$ cat src/hw/rtl/hem_pkg.sv
// Shared types, constants and microcode ROM for the heightmap extrusion block.
// Used by hem_useq, hem_dpath and the top level; no dependencies.
`default_nettype none
package hem_pkg;

  localparam int unsigned MAX_WIDTH  = 256;
  localparam int unsigned MAX_HEIGHT = 256;

  localparam int unsigned CFG_IDX_W  = 3;
  localparam int unsigned CFG_DATA_W = 18;

  typedef enum logic [CFG_IDX_W-1:0] {
    CFG_FRAME_WIDTH  = 3'd0,
    CFG_FRAME_HEIGHT = 3'd1,
    CFG_STEP_X       = 3'd2,
    CFG_STEP_Y       = 3'd3,
    CFG_FUDGE_X      = 3'd4,
    CFG_FUDGE_Y      = 3'd5
  } cfg_idx_t;

  localparam logic [8:0]  RST_FRAME_WIDTH  = 9'd64;
  localparam logic [8:0]  RST_FRAME_HEIGHT = 9'd64;
  localparam logic [17:0] RST_STEP_X       = 18'd2048;
  localparam logic [17:0] RST_STEP_Y       = 18'd2048;
  localparam logic [13:0] RST_FUDGE_X      = 14'd164;
  localparam logic [13:0] RST_FUDGE_Y      = 14'd164;

  localparam logic [8:0] MAX_WIDTH_C  = 9'(MAX_WIDTH);
  localparam logic [8:0] MAX_HEIGHT_C = 9'(MAX_HEIGHT);

  // depth = floor(n * DEPTH_RECIP / 2^DEPTH_SHIFT), n = (level-1)*65536 + 1270
  localparam int unsigned DEPTH_SHIFT     = 36;
  localparam logic [24:0] DEPTH_RECIP     = 25'd27054913;
  localparam logic [15:0] DEPTH_ROUND     = 16'd1270;
  localparam logic [17:0] POS_OFFSET      = 18'h10000;

  localparam int unsigned MUL_A_W = 24;
  localparam int unsigned MUL_B_W = 25;
  localparam int unsigned MUL_P_W = MUL_A_W + MUL_B_W;

  typedef struct packed {
    logic [8:0]  frame_width;
    logic [8:0]  frame_height;
    logic [17:0] step_x;
    logic [17:0] step_y;
    logic [13:0] fudge_x;
    logic [13:0] fudge_y;
  } cfg_t;

  typedef logic [4:0] step_t;

  typedef enum logic [1:0] {
    JMP_NONE   = 2'd0,
    JMP_WAIT   = 2'd1,
    JMP_EMPTY  = 2'd2,
    JMP_NOFACE = 2'd3
  } jmp_t;

  typedef enum logic [1:0] {
    MUL_NONE  = 2'd0,
    MUL_COL   = 2'd1,
    MUL_ROW   = 2'd2,
    MUL_DEPTH = 2'd3
  } mul_t;

  typedef enum logic [2:0] {
    FACE_FRONT  = 3'd0,
    FACE_LEFT   = 3'd1,
    FACE_RIGHT  = 3'd2,
    FACE_TOP    = 3'd3,
    FACE_BOTTOM = 3'd4
  } face_t;

  localparam step_t STEP_IDLE      = 5'd0;
  localparam step_t STEP_MUL_COL   = 5'd1;
  localparam step_t STEP_MUL_ROW   = 5'd2;
  localparam step_t STEP_MUL_DEPTH = 5'd3;
  localparam step_t STEP_CALC_A    = 5'd4;
  localparam step_t STEP_CALC_B    = 5'd5;
  localparam step_t STEP_EMIT      = 5'd6;
  localparam step_t STEP_END       = 5'd26;
  localparam step_t STEP_FACE_LEN  = 5'd4;

  typedef struct packed {
    logic        accept;
    mul_t        mul;
    logic        calc_a;
    logic        calc_b;
    logic        emit;
    logic [2:0]  face;
    logic [1:0]  corner;
    jmp_t        jmp;
    logic        jmp_always;
    step_t       target;
  } uword_t;

  typedef struct packed {
    logic        accept;
    mul_t        mul;
    logic        calc_a;
    logic        calc_b;
    logic        emit;
    logic [2:0]  face;
    logic [1:0]  corner;
  } ctl_t;

  typedef struct packed {
    logic        in_valid;
    logic        level_zero;
    logic        out_free;
    logic [4:0]  face_en;
  } stat_t;

  function automatic uword_t ucode(step_t s);
    uword_t w;
    step_t  e;
    w = '0;
    e = step_t'(s - STEP_EMIT);
    case (s)
      STEP_IDLE: begin
        w.accept = 1'b1;
        w.jmp    = JMP_WAIT;
      end
      STEP_MUL_COL: begin
        w.mul    = MUL_COL;
        w.jmp    = JMP_EMPTY;
        w.target = STEP_IDLE;
      end
      STEP_MUL_ROW:   w.mul = MUL_ROW;
      STEP_MUL_DEPTH: w.mul = MUL_DEPTH;
      STEP_CALC_A:    w.calc_a = 1'b1;
      STEP_CALC_B:    w.calc_b = 1'b1;
      default: begin
        if (s >= STEP_EMIT && s < STEP_END) begin
          w.emit   = 1'b1;
          w.face   = e[4:2];
          w.corner = e[1:0];
          if (e[1:0] == 2'd0) begin
            w.jmp    = JMP_NOFACE;
            w.target = (e[4:2] == FACE_BOTTOM) ? STEP_IDLE : step_t'(s + STEP_FACE_LEN);
          end else if (s == step_t'(STEP_END - 5'd1)) begin
            w.jmp_always = 1'b1;
            w.target     = STEP_IDLE;
          end
        end else begin
          w.jmp_always = 1'b1;
          w.target     = STEP_IDLE;
        end
      end
    endcase
    return w;
  endfunction

  // corner offsets per face: x step, y step, z sign (1 = negative)
  function automatic logic corner_dx(logic [2:0] f, logic [1:0] c);
    case (f)
      FACE_LEFT:  return 1'b0;
      FACE_RIGHT: return 1'b1;
      default:    return c[1];
    endcase
  endfunction

  function automatic logic corner_dy(logic [2:0] f, logic [1:0] c);
    case (f)
      FACE_TOP:    return 1'b1;
      FACE_BOTTOM: return 1'b0;
      default:     return ~c[0];
    endcase
  endfunction

  function automatic logic corner_zneg(logic [2:0] f, logic [1:0] c);
    case (f)
      FACE_LEFT:   return c[1];
      FACE_RIGHT:  return ~c[1];
      FACE_TOP:    return c[0];
      FACE_BOTTOM: return ~c[0];
      default:     return 1'b0;
    endcase
  endfunction

  // (n+1)>>1, kept modulo 2^18
  function automatic logic [17:0] half18(logic [18:0] n);
    logic [18:0] s;
    s = n + 19'd1;
    return s[18:1];
  endfunction

endpackage
`default_nettype wire

$ cat src/hw/rtl/hem_in_if.sv
// Input channel of the heightmap extrusion block: one pixel with its neighbors.
// No dependencies.
`default_nettype none
interface hem_in_if;
  logic       valid;
  logic       ready;
  logic [7:0] col;
  logic [7:0] row;
  logic [7:0] level;
  logic [7:0] left_level;
  logic [7:0] right_level;
  logic [7:0] upper_level;
  logic [7:0] lower_level;

  modport source (output valid, col, row, level, left_level, right_level, upper_level,
                  lower_level, input ready);
  modport sink   (input valid, col, row, level, left_level, right_level, upper_level,
                  lower_level, output ready);
  modport mon    (input valid, ready, col, row, level, left_level, right_level, upper_level,
                  lower_level);
endinterface
`default_nettype wire

$ cat src/hw/rtl/hem_out_if.sv
// Result channel of the heightmap extrusion block: one mesh vertex per word.
// No dependencies.
`default_nettype none
interface hem_out_if;
  logic               valid;
  logic               ready;
  logic [20:0]        vertex_number;
  logic [2:0]         face;
  logic [1:0]         corner;
  logic signed [17:0] pos_x;
  logic signed [17:0] pos_y;
  logic signed [13:0] pos_z;
  logic signed [17:0] tex_u;
  logic signed [17:0] tex_v;
  logic               last;

  modport source (output valid, vertex_number, face, corner, pos_x, pos_y, pos_z, tex_u,
                  tex_v, last, input ready);
  modport sink   (input valid, vertex_number, face, corner, pos_x, pos_y, pos_z, tex_u,
                  tex_v, last, output ready);
  modport mon    (input valid, ready, vertex_number, face, corner, pos_x, pos_y, pos_z,
                  tex_u, tex_v, last);
endinterface
`default_nettype wire

$ cat src/hw/rtl/hem_useq.sv
// Microcode sequencer: step counter, control ROM and jump logic.
// Depends on hem_pkg.
`default_nettype none
module hem_useq
  import hem_pkg::*;
(
  input  wire   clk,
  input  wire   rst_n,
  input  stat_t stat,
  output ctl_t  ctl
);

  step_t  step_r, step_nxt;
  uword_t uw;
  logic   skip, hold, taken;

  assign uw    = ucode(step_r);
  assign skip  = (uw.jmp == JMP_NOFACE) && !stat.face_en[uw.face];
  assign hold  = ((uw.jmp == JMP_WAIT) && !stat.in_valid) ||
                 (uw.emit && !skip && !stat.out_free);
  assign taken = uw.jmp_always || skip || ((uw.jmp == JMP_EMPTY) && stat.level_zero);

  always_comb begin
    if (hold) begin
      step_nxt = step_r;
    end else if (taken) begin
      step_nxt = uw.target;
    end else begin
      step_nxt = step_t'(step_r + 5'd1);
    end
  end

  always_ff @(posedge clk) begin
    if (!rst_n) begin
      step_r <= STEP_IDLE;
    end else begin
      step_r <= step_nxt;
    end
  end

  assign ctl.accept = uw.accept;
  assign ctl.mul    = uw.mul;
  assign ctl.calc_a = uw.calc_a;
  assign ctl.calc_b = uw.calc_b;
  assign ctl.emit   = uw.emit && !skip && stat.out_free;
  assign ctl.face   = uw.face;
  assign ctl.corner = uw.corner;

endmodule
`default_nettype wire

$ cat src/hw/rtl/hem_dpath.sv
// Datapath: input capture, shared multiplier, coordinate registers, vertex
// counter and the output register. Depends on hem_pkg, hem_in_if, hem_out_if.
`default_nettype none
module hem_dpath
  import hem_pkg::*;
(
  input  wire         clk,
  input  wire         rst_n,
  input  cfg_t        cfg,
  input  ctl_t        ctl,
  output stat_t       stat,
  hem_in_if.sink      in_ch,
  hem_out_if.source   out_ch
);

  logic               in_fire;
  logic [8:0]         eff_w, eff_h;
  logic               big;
  logic [4:0]         face_en;

  logic [7:0]         col_r, row_r, lvl_r;
  logic [4:0]         faces_r;
  logic [20:0]        cnt_r;

  logic [MUL_A_W-1:0] mul_a;
  logic [MUL_B_W-1:0] mul_b;
  logic [MUL_P_W-1:0] prod;
  logic [7:0]         lvl_m1;

  logic [18:0]        cs_r, rs_r, cs1_r, rs1_r;
  logic [12:0]        d_r;
  logic [17:0]        u0_r, u1_r, v0_r, v1_r;

  logic               dx, dy, zneg, last;
  logic [4:0]         above;
  logic [18:0]        xs, ys;
  logic [13:0]        dz;

  logic               out_valid_r;
  logic [20:0]        vnum_r;
  logic [2:0]         face_r;
  logic [1:0]         corner_r;
  logic [17:0]        px_r, py_r, tu_r, tv_r;
  logic [13:0]        pz_r;
  logic               last_r;

  assign in_ch.ready = ctl.accept;
  assign in_fire     = in_ch.valid && ctl.accept;

  assign eff_w = (cfg.frame_width  > MAX_WIDTH_C)  ? MAX_WIDTH_C  : cfg.frame_width;
  assign eff_h = (cfg.frame_height > MAX_HEIGHT_C) ? MAX_HEIGHT_C : cfg.frame_height;
  assign big   = in_ch.level > 8'd1;

  assign face_en[FACE_FRONT]  = 1'b1;
  assign face_en[FACE_LEFT]   = big && (in_ch.col == 8'd0 || in_ch.left_level < in_ch.level);
  assign face_en[FACE_RIGHT]  = big && ({1'b0, in_ch.col} == 9'(eff_w - 9'd1) ||
                                        in_ch.right_level < in_ch.level);
  assign face_en[FACE_TOP]    = big && ({1'b0, in_ch.row} == 9'(eff_h - 9'd1) ||
                                        in_ch.upper_level < in_ch.level);
  assign face_en[FACE_BOTTOM] = big && (in_ch.row == 8'd0 || in_ch.lower_level < in_ch.level);

  // shared multiplier
  assign lvl_m1 = 8'(lvl_r - 8'd1);
  always_comb begin
    case (ctl.mul)
      MUL_COL: begin
        mul_a = MUL_A_W'(col_r);
        mul_b = MUL_B_W'(cfg.step_x);
      end
      MUL_ROW: begin
        mul_a = MUL_A_W'(row_r);
        mul_b = MUL_B_W'(cfg.step_y);
      end
      MUL_DEPTH: begin
        mul_a = {lvl_m1, DEPTH_ROUND};
        mul_b = DEPTH_RECIP;
      end
      default: begin
        mul_a = '0;
        mul_b = '0;
      end
    endcase
  end
  assign prod = MUL_P_W'(mul_a) * MUL_P_W'(mul_b);

  always_ff @(posedge clk) begin
    if (in_fire) begin
      col_r   <= in_ch.col;
      row_r   <= in_ch.row;
      lvl_r   <= in_ch.level;
      faces_r <= face_en;
    end
    case (ctl.mul)
      MUL_COL:   cs_r <= prod[18:0];
      MUL_ROW:   rs_r <= prod[18:0];
      MUL_DEPTH: d_r  <= prod[DEPTH_SHIFT+12:DEPTH_SHIFT];
      default: ;
    endcase
    if (ctl.calc_a) begin
      cs1_r <= cs_r + 19'(cfg.step_x);
      rs1_r <= rs_r + 19'(cfg.step_y);
      u0_r  <= half18(cs_r) + 18'(cfg.fudge_x);
      v1_r  <= half18(rs_r) + 18'(cfg.fudge_y);
    end
    if (ctl.calc_b) begin
      u1_r <= half18(cs1_r) - 18'(cfg.fudge_x);
      v0_r <= half18(rs1_r) - 18'(cfg.fudge_y);
    end
  end

  // vertex fields
  assign dx    = corner_dx(ctl.face, ctl.corner);
  assign dy    = corner_dy(ctl.face, ctl.corner);
  assign zneg  = corner_zneg(ctl.face, ctl.corner);
  assign xs    = dx ? cs1_r : cs_r;
  assign ys    = dy ? rs1_r : rs_r;
  assign dz    = zneg ? 14'(-{1'b0, d_r}) : {1'b0, d_r};
  assign above = (faces_r >> ctl.face) >> 1;
  assign last  = (ctl.corner == 2'd3) && (above == 5'd0);

  always_ff @(posedge clk) begin
    if (!rst_n) begin
      out_valid_r <= 1'b0;
      cnt_r       <= '0;
    end else begin
      if (ctl.emit) begin
        out_valid_r <= 1'b1;
      end else if (out_ch.ready) begin
        out_valid_r <= 1'b0;
      end
      if (in_fire && in_ch.col == 8'd0 && in_ch.row == 8'd0) begin
        cnt_r <= '0;
      end else if (ctl.emit) begin
        cnt_r <= cnt_r + 21'd1;
      end
    end
  end

  always_ff @(posedge clk) begin
    if (ctl.emit) begin
      vnum_r   <= cnt_r;
      face_r   <= ctl.face;
      corner_r <= ctl.corner;
      px_r     <= xs[17:0] - POS_OFFSET;
      py_r     <= ys[17:0] - POS_OFFSET;
      pz_r     <= dz;
      tu_r     <= ctl.corner[1] ? u1_r : u0_r;
      tv_r     <= ctl.corner[0] ? v1_r : v0_r;
      last_r   <= last;
    end
  end

  assign stat.in_valid   = in_ch.valid;
  assign stat.level_zero = (lvl_r == 8'd0);
  assign stat.out_free   = !out_valid_r || out_ch.ready;
  assign stat.face_en    = faces_r;

  assign out_ch.valid         = out_valid_r;
  assign out_ch.vertex_number = vnum_r;
  assign out_ch.face          = face_r;
  assign out_ch.corner        = corner_r;
  assign out_ch.pos_x         = px_r;
  assign out_ch.pos_y         = py_r;
  assign out_ch.pos_z         = pz_r;
  assign out_ch.tex_u         = tu_r;
  assign out_ch.tex_v         = tv_r;
  assign out_ch.last          = last_r;

endmodule
`default_nettype wire

$ cat src/hw/rtl/heightmap_extrude_mesh.sv
// Heightmap extrusion: turns thickness pixels into mesh vertices.
// Usage:
//   in_ch  takes one pixel (col, row, level and four neighbor levels) per word,
//          column-major. out_ch gives one vertex per word; last marks the
//          final vertex of a pixel. Both are valid/ready channels.
//   cfg_we/cfg_index/cfg_data write the frame size, steps and texture insets;
//          write only while the block is idle.
// Sequence:
//   An empty pixel (level 0) gives no vertex; the sequencer returns to idle
//   from the column product step. Otherwise the shared multiplier runs three
//   products and two add steps, then the microcode walks five faces of four
//   corners: one vertex per cycle for an emitted face unless out_ch.ready
//   stalls it, and a jump past each skipped face. The first vertex is
//   registered after the column, row and depth products and both add steps.
//   The next pixel is taken once the last vertex sits in the output register.
// Reset: synchronous, clears the step counter, output valid and the vertex
//   count; the config registers return to their defaults.
// Stall: a low out_ch.ready holds the sequencer on the pending vertex.
// Depends on hem_pkg, hem_in_if, hem_out_if, hem_useq, hem_dpath.
`default_nettype none
module heightmap_extrude_mesh
  import hem_pkg::*;
(
  input  wire                   clk,
  input  wire                   rst_n,
  hem_in_if.sink                in_ch,
  hem_out_if.source             out_ch,
  input  wire                   cfg_we,
  input  wire [CFG_IDX_W-1:0]   cfg_index,
  input  wire [CFG_DATA_W-1:0]  cfg_data
);

  cfg_t  cfg_r;
  ctl_t  ctl;
  stat_t stat;

  always_ff @(posedge clk) begin
    if (!rst_n) begin
      cfg_r.frame_width  <= RST_FRAME_WIDTH;
      cfg_r.frame_height <= RST_FRAME_HEIGHT;
      cfg_r.step_x       <= RST_STEP_X;
      cfg_r.step_y       <= RST_STEP_Y;
      cfg_r.fudge_x      <= RST_FUDGE_X;
      cfg_r.fudge_y      <= RST_FUDGE_Y;
    end else if (cfg_we) begin
      case (cfg_index)
        CFG_FRAME_WIDTH:  cfg_r.frame_width  <= cfg_data[8:0];
        CFG_FRAME_HEIGHT: cfg_r.frame_height <= cfg_data[8:0];
        CFG_STEP_X:       cfg_r.step_x       <= cfg_data;
        CFG_STEP_Y:       cfg_r.step_y       <= cfg_data;
        CFG_FUDGE_X:      cfg_r.fudge_x      <= cfg_data[13:0];
        CFG_FUDGE_Y:      cfg_r.fudge_y      <= cfg_data[13:0];
        default: ;
      endcase
    end
  end

  hem_useq u_useq (
    .clk   (clk),
    .rst_n (rst_n),
    .stat  (stat),
    .ctl   (ctl)
  );

  hem_dpath u_dpath (
    .clk    (clk),
    .rst_n  (rst_n),
    .cfg    (cfg_r),
    .ctl    (ctl),
    .stat   (stat),
    .in_ch  (in_ch),
    .out_ch (out_ch)
  );

endmodule
`default_nettype wire

$ cat src/flat_wrapper.sv
// flat-port wrapper written by rule: the top's interface ports become plain ports
module heightmap_extrude_mesh_flat import hem_pkg::*;
  (clk, rst_n, cfg_we, cfg_index, cfg_data, in_ch_valid, in_ch_col, in_ch_row, in_ch_level, in_ch_left_level, in_ch_right_level, in_ch_upper_level, in_ch_lower_level, in_ch_ready, out_ch_valid, out_ch_vertex_number, out_ch_face, out_ch_corner, out_ch_pos_x, out_ch_pos_y, out_ch_pos_z, out_ch_tex_u, out_ch_tex_v, out_ch_last, out_ch_ready);
  hem_in_if in_ch_i ();
  hem_out_if out_ch_i ();
  input  wire clk;
  input  wire rst_n;
  input  wire cfg_we;
  input  wire [CFG_IDX_W-1:0] cfg_index;
  input  wire [CFG_DATA_W-1:0] cfg_data;
  input wire logic [$bits(in_ch_i.valid)-1:0] in_ch_valid;
  input wire logic [$bits(in_ch_i.col)-1:0] in_ch_col;
  input wire logic [$bits(in_ch_i.row)-1:0] in_ch_row;
  input wire logic [$bits(in_ch_i.level)-1:0] in_ch_level;
  input wire logic [$bits(in_ch_i.left_level)-1:0] in_ch_left_level;
  input wire logic [$bits(in_ch_i.right_level)-1:0] in_ch_right_level;
  input wire logic [$bits(in_ch_i.upper_level)-1:0] in_ch_upper_level;
  input wire logic [$bits(in_ch_i.lower_level)-1:0] in_ch_lower_level;
  output wire logic [$bits(in_ch_i.ready)-1:0] in_ch_ready;
  output wire logic [$bits(out_ch_i.valid)-1:0] out_ch_valid;
  output wire logic [$bits(out_ch_i.vertex_number)-1:0] out_ch_vertex_number;
  output wire logic [$bits(out_ch_i.face)-1:0] out_ch_face;
  output wire logic [$bits(out_ch_i.corner)-1:0] out_ch_corner;
  output wire logic [$bits(out_ch_i.pos_x)-1:0] out_ch_pos_x;
  output wire logic [$bits(out_ch_i.pos_y)-1:0] out_ch_pos_y;
  output wire logic [$bits(out_ch_i.pos_z)-1:0] out_ch_pos_z;
  output wire logic [$bits(out_ch_i.tex_u)-1:0] out_ch_tex_u;
  output wire logic [$bits(out_ch_i.tex_v)-1:0] out_ch_tex_v;
  output wire logic [$bits(out_ch_i.last)-1:0] out_ch_last;
  input wire logic [$bits(out_ch_i.ready)-1:0] out_ch_ready;
  assign in_ch_i.valid = in_ch_valid;
  assign in_ch_i.col = in_ch_col;
  assign in_ch_i.row = in_ch_row;
  assign in_ch_i.level = in_ch_level;
  assign in_ch_i.left_level = in_ch_left_level;
  assign in_ch_i.right_level = in_ch_right_level;
  assign in_ch_i.upper_level = in_ch_upper_level;
  assign in_ch_i.lower_level = in_ch_lower_level;
  assign in_ch_ready = in_ch_i.ready;
  assign out_ch_valid = out_ch_i.valid;
  assign out_ch_vertex_number = out_ch_i.vertex_number;
  assign out_ch_face = out_ch_i.face;
  assign out_ch_corner = out_ch_i.corner;
  assign out_ch_pos_x = out_ch_i.pos_x;
  assign out_ch_pos_y = out_ch_i.pos_y;
  assign out_ch_pos_z = out_ch_i.pos_z;
  assign out_ch_tex_u = out_ch_i.tex_u;
  assign out_ch_tex_v = out_ch_i.tex_v;
  assign out_ch_last = out_ch_i.last;
  assign out_ch_i.ready = out_ch_ready;
  heightmap_extrude_mesh u_core (.clk(clk), .rst_n(rst_n), .in_ch(in_ch_i), .out_ch(out_ch_i), .cfg_we(cfg_we), .cfg_index(cfg_index), .cfg_data(cfg_data));
endmodule
$ cat config.mk
export PLATFORM = sky130hd
export DESIGN_NAME = heightmap_extrude_mesh_flat
export DESIGN_NICKNAME = d
export VERILOG_FILES = /design/src/hw/rtl/hem_pkg.sv /design/src/hw/rtl/hem_in_if.sv /design/src/hw/rtl/hem_out_if.sv /design/src/hw/rtl/hem_useq.sv /design/src/hw/rtl/hem_dpath.sv /design/src/hw/rtl/heightmap_extrude_mesh.sv /design/src/flat_wrapper.sv
export SDC_FILE = /design/constraint.sdc
export NUM_CORES = 1
export LEC_CHECK = 0
export ABC_AREA = 1
export ABC_CLOCK_PERIOD_IN_PS = 8109
export BUFFER_PORTS_ARGS = -buffer_cell sky130_fd_sc_hd__buf_2
export CAP_MARGIN = 15
export CORE_ASPECT_RATIO = 1.4
export CORE_MARGIN = 3
export CORE_UTILIZATION = 30
export CTS_CLUSTER_SIZE = 30
export DETAILED_ROUTE_END_ITERATION = 6
export REMOVE_ABC_BUFFERS = 1
export SLEW_MARGIN = 20
export SYNTH_ARGS = -nofsm -noshare
export SYNTH_HDL_FRONTEND = slang
export SYNTH_SLANG_ARGS = --single-unit
$ cat constraint.sdc
create_clock -name clk -period 8.11 [get_ports clk]
set_input_delay 1.622 -clock clk [delete_from_list [all_inputs] [get_ports clk]]
set_output_delay 1.622 -clock clk [all_outputs]
set_load 0.05 [all_outputs]
==> metrics.md <==
| Metric | Value |
|---|---|
| Outcome | finished clean |
| Peak VDD IR | 0.431 mV |
| Final cell count without fillers | 6095 |
| CP Max Fanout | 11 |
| Reg2reg end | u_core.u_dpath.d_r[9] |
| Mapped cell area | 36300 sq um |
| Hold Fails Final Rpt | 0 |
| Post-detailed-route count of antenna-violating nets | 0 |
| Final worst-path cycle share | 0.965 |
| Total wire length | 104000 microns |
| P per Cell Area | 358 nW/um^2 |
| Chip Width | 300 microns |
| Synth Flop Type | edfxtp_1 |
| Relative slew slack | 0.308 |
| Area share of fa/ha/maj cells after synthesis | 0.297 |
| Yosys reg bits | 411 |
| Pwr Total | 0.0148 W |
| Ys async rst share | 0 |
| Synth Instances | 4118 |
| Cell depth of the worst flop-to-flop path | 30 |
| Slew @ Worst Pin | 1040 ps |
| Commonest non-fill, non-tap cell in the layout | inv_1 |
| Top-level port count | 197 |
| Avg WL per Cell | 17.0 microns |
| Xor and xnor area share after synthesis | 0.0536 |
| Synth-to-Final Area Change | 14.2% |
| CP max stage delay | 540 ps |
| Critical path arrival | 8160 ps |
| Residual overflow from global routing | 0 |
| Number of distinct library cells after synthesis | 59 |
| Combinational family with the most area after synthesis | adder cells |
| Met3 wire len | 3930 microns |
| Pre-CTS setup slack | 127 ps |
| Max Clock Freq | 128 MHz |
| Area after DPL | 39700 sq um |
| Setup CP Type | register to register |
| GRT Overall Usage | 0.165 |
| DR iter-0 viols | 1369 |
| Synth Area in Compound Gates | 0.0904 |
| DR WL met2 | 53700 microns |
| Most frequent cells in the layout | 805 x inv_1, 772 x nand2_1, 387 x ha_1 |
| Via density | 4.62 |
| Filler cells | 12600 |
| Critical Path Source Type | register |
| Initial Util | 0.303 |
| Synth warnings | 0 |
| Share of cells above drive strength 1 | 0.0881 |
| Drt drc | 0 |
| Area of the core | 120000 sq um |
| Cells after DPL | 5993 |
| Clk root buf | clkbuf_16 |
| Clock Sinks | 411 |
| First-pass GRT wire length | 161000 microns |
| Sequential area share after synthesis | 0.310 |
| HP Class | register to register |
| Post-DP HPWL | 86400 microns |
| Family with the most delay on the worst path | adder cells |
| P_leak | 19.9 nW |
| Via count | 28100 |
| Mapped Avg Cell Area | 8.82 sq um |
| Reg2reg setup slack | 290 ps |
| WL met1 | 40700 microns |
| Worst path slowest cell | fa_1 |
| Core Util, Final | 0.346 |
| WP buf/inv | 8 |
| Die Y | 418 microns |
| Clk buf depth | 3 |
| Num CTS Buffers | 49 |
| Critical Path Start | u_core.u_useq.step_r[3] |
| Req. time, crit path | 8450 ps |
| Number of synthesized flops with an enable pin | 302 |
| Die area | 125000 sq um |
| CP Capture Type | register |
| Vias in the first global route | 29200 |
| Reg2reg start | u_core.u_useq.step_r[3] |
| CP endpoint | u_core.u_dpath.d_r[9] |
| 1st-pass router iterations | 5 |
| Final setup skew | 38.1 ps |
| CTS tree | built |
| Synth Area in Simple Gates | 0.154 |
| Initial antenna violation count | 3 |
| WP depth | 30 |
| CTS hold repair buffers | 0 |
| Largest net degree at the start of global routing | 72 |
| Clock slew at reported path FFs | 60 ps |
| Max cap viols | 0 |
| Top Layer Used | met4 |
| GP Congestion | 0.953 |
| Final slew viol count | 0 |
| Multiplexer share of the synthesized area | 0.00124 |
| Final setup fails | 0 |
| Row count | 150 |
| Final worst setup slack | 288 ps |
| Worst-Skew Late Latency | 630 ps |
| Hold Path Cell Cnt | 0 |
| H-tree depth | 2 |
| Final Cell Area | 41500 sq um |
| Nets | 5222 |
| Port buffer count | 196 |
| Tmin final | 7820 ps |
## logic make-up (layout without fill, tap and decap cells)
kind of cell,after synthesis,in the layout
mux,4,4
compound gates,566,566
flops,411,411
other cells,2,112
xor+xnor,222,222
fa+ha+maj,684,684
buf+inv,882,1153
simple gates,1347,1347
## routing by layer
layer / vias up / global-route usage
met5: - / 0
met4: 0 / 0.0768
met3: 218 / 0.0212
met2: 620 / 0.310
met1: 13400 / 0.183
li1: 13900 / -
## metrics by stage
stage	setup TNS [ps]	hold WS [ps]
5_1_grt	-0.863	482
6_report	0	472
3_3_place_gp	0	444
4_1_cts	0	474
3_5_place_dp	0	459
2_1_floorplan	-5870	431
## synth_stat cells (23+ instances only)
library cell	number	area, sq um
inv_1	807	3030
nand2_1	773	2900
ha_1	388	4850
edfxtp_1	302	9070
fa_1	296	5930
nor2_1	284	1070
a21oi_1	233	1170
o21ai_0	188	941
xor2_1	162	1420
nand3_1	139	696
dfxtp_1	109	2180
xnor2_1	60	526
nor3_1	54	270
nand4_1	47	294
clkbuf_1	34	128
buf_2	24	120
a31oi_1	23	144
## final cells by class
class	count	area, sq um	area share
clock inverter	35	349	0.00842
tap	1596	2000	0.0482
multi-input combinational	2932	22100	0.533
antenna	3	7.51	0.000181
timing repair buffer	248	1400	0.0338
inverter	814	3060	0.0738
sequential	411	11300	0.271
clock buffer	56	1290	0.0312
## worst reg2reg max path: cells and delay by family (launching register included)
family          cells  cell delay [ps]
fa+ha+maj           9             3800
buf+inv             8              790
simple gates        6              930
xor+xnor            1              100
compound gates      6             1570
flops               1              350
## worst min path at each step
stage                             from                                      to
3_5_place_dp   u_core.u_dpath.cnt_r[1]  u_core.u_dpath.out_ch.vertex_number[1]
2_1_floorplan  u_core.u_dpath.cnt_r[2]  u_core.u_dpath.out_ch.vertex_number[2]
6_report       u_core.u_dpath.cnt_r[1]  u_core.u_dpath.out_ch.vertex_number[1]
3_3_place_gp   u_core.u_dpath.cnt_r[2]  u_core.u_dpath.out_ch.vertex_number[2]
5_1_grt        u_core.u_dpath.cnt_r[2]  u_core.u_dpath.out_ch.vertex_number[2]
4_1_cts        u_core.u_dpath.cnt_r[1]  u_core.u_dpath.out_ch.vertex_number[1]
## sequential cells by signal, summed over array words and instances, names as in the netlist, 13 cells and up
name and cells:
u_core.u_dpath.d_r 13, u_core.u_dpath.out_ch.vertex_number 21, u_core.u_dpath.cs1_r 19, u_core.u_dpath.out_ch.tex_v 18, u_core.u_dpath.cnt_r 21, u_core.u_dpath.rs_r 19, u_core.u_dpath.v0_r 18, u_core.u_dpath.out_ch.pos_z 14
u_core.u_dpath.u1_r 18, u_core.u_dpath.out_ch.tex_u 18, u_core.u_dpath.v1_r 18, u_core.u_dpath.out_ch.pos_x 18, u_core.u_dpath.cs_r 19, u_core.u_dpath.rs1_r 19, u_core.cfg_r 82, u_core.u_dpath.out_ch.pos_y 18
u_core.u_dpath.u0_r 18
## report_power, final
part	internal [W]	switching [W]	leakage [nW]
clock network	0.00129	0.000962	0.793
logic	0.00298	0.00624	15.5
registers	0.00303	0.000323	3.66
## repair_timing
action / in CTS / in global routing
endpoints found under the setup margin: 0 / 21
gates resized for setup: 0 / 16
buffers inserted: 0 / 8
Note: power is estimated with default switching activity, not from simulation.
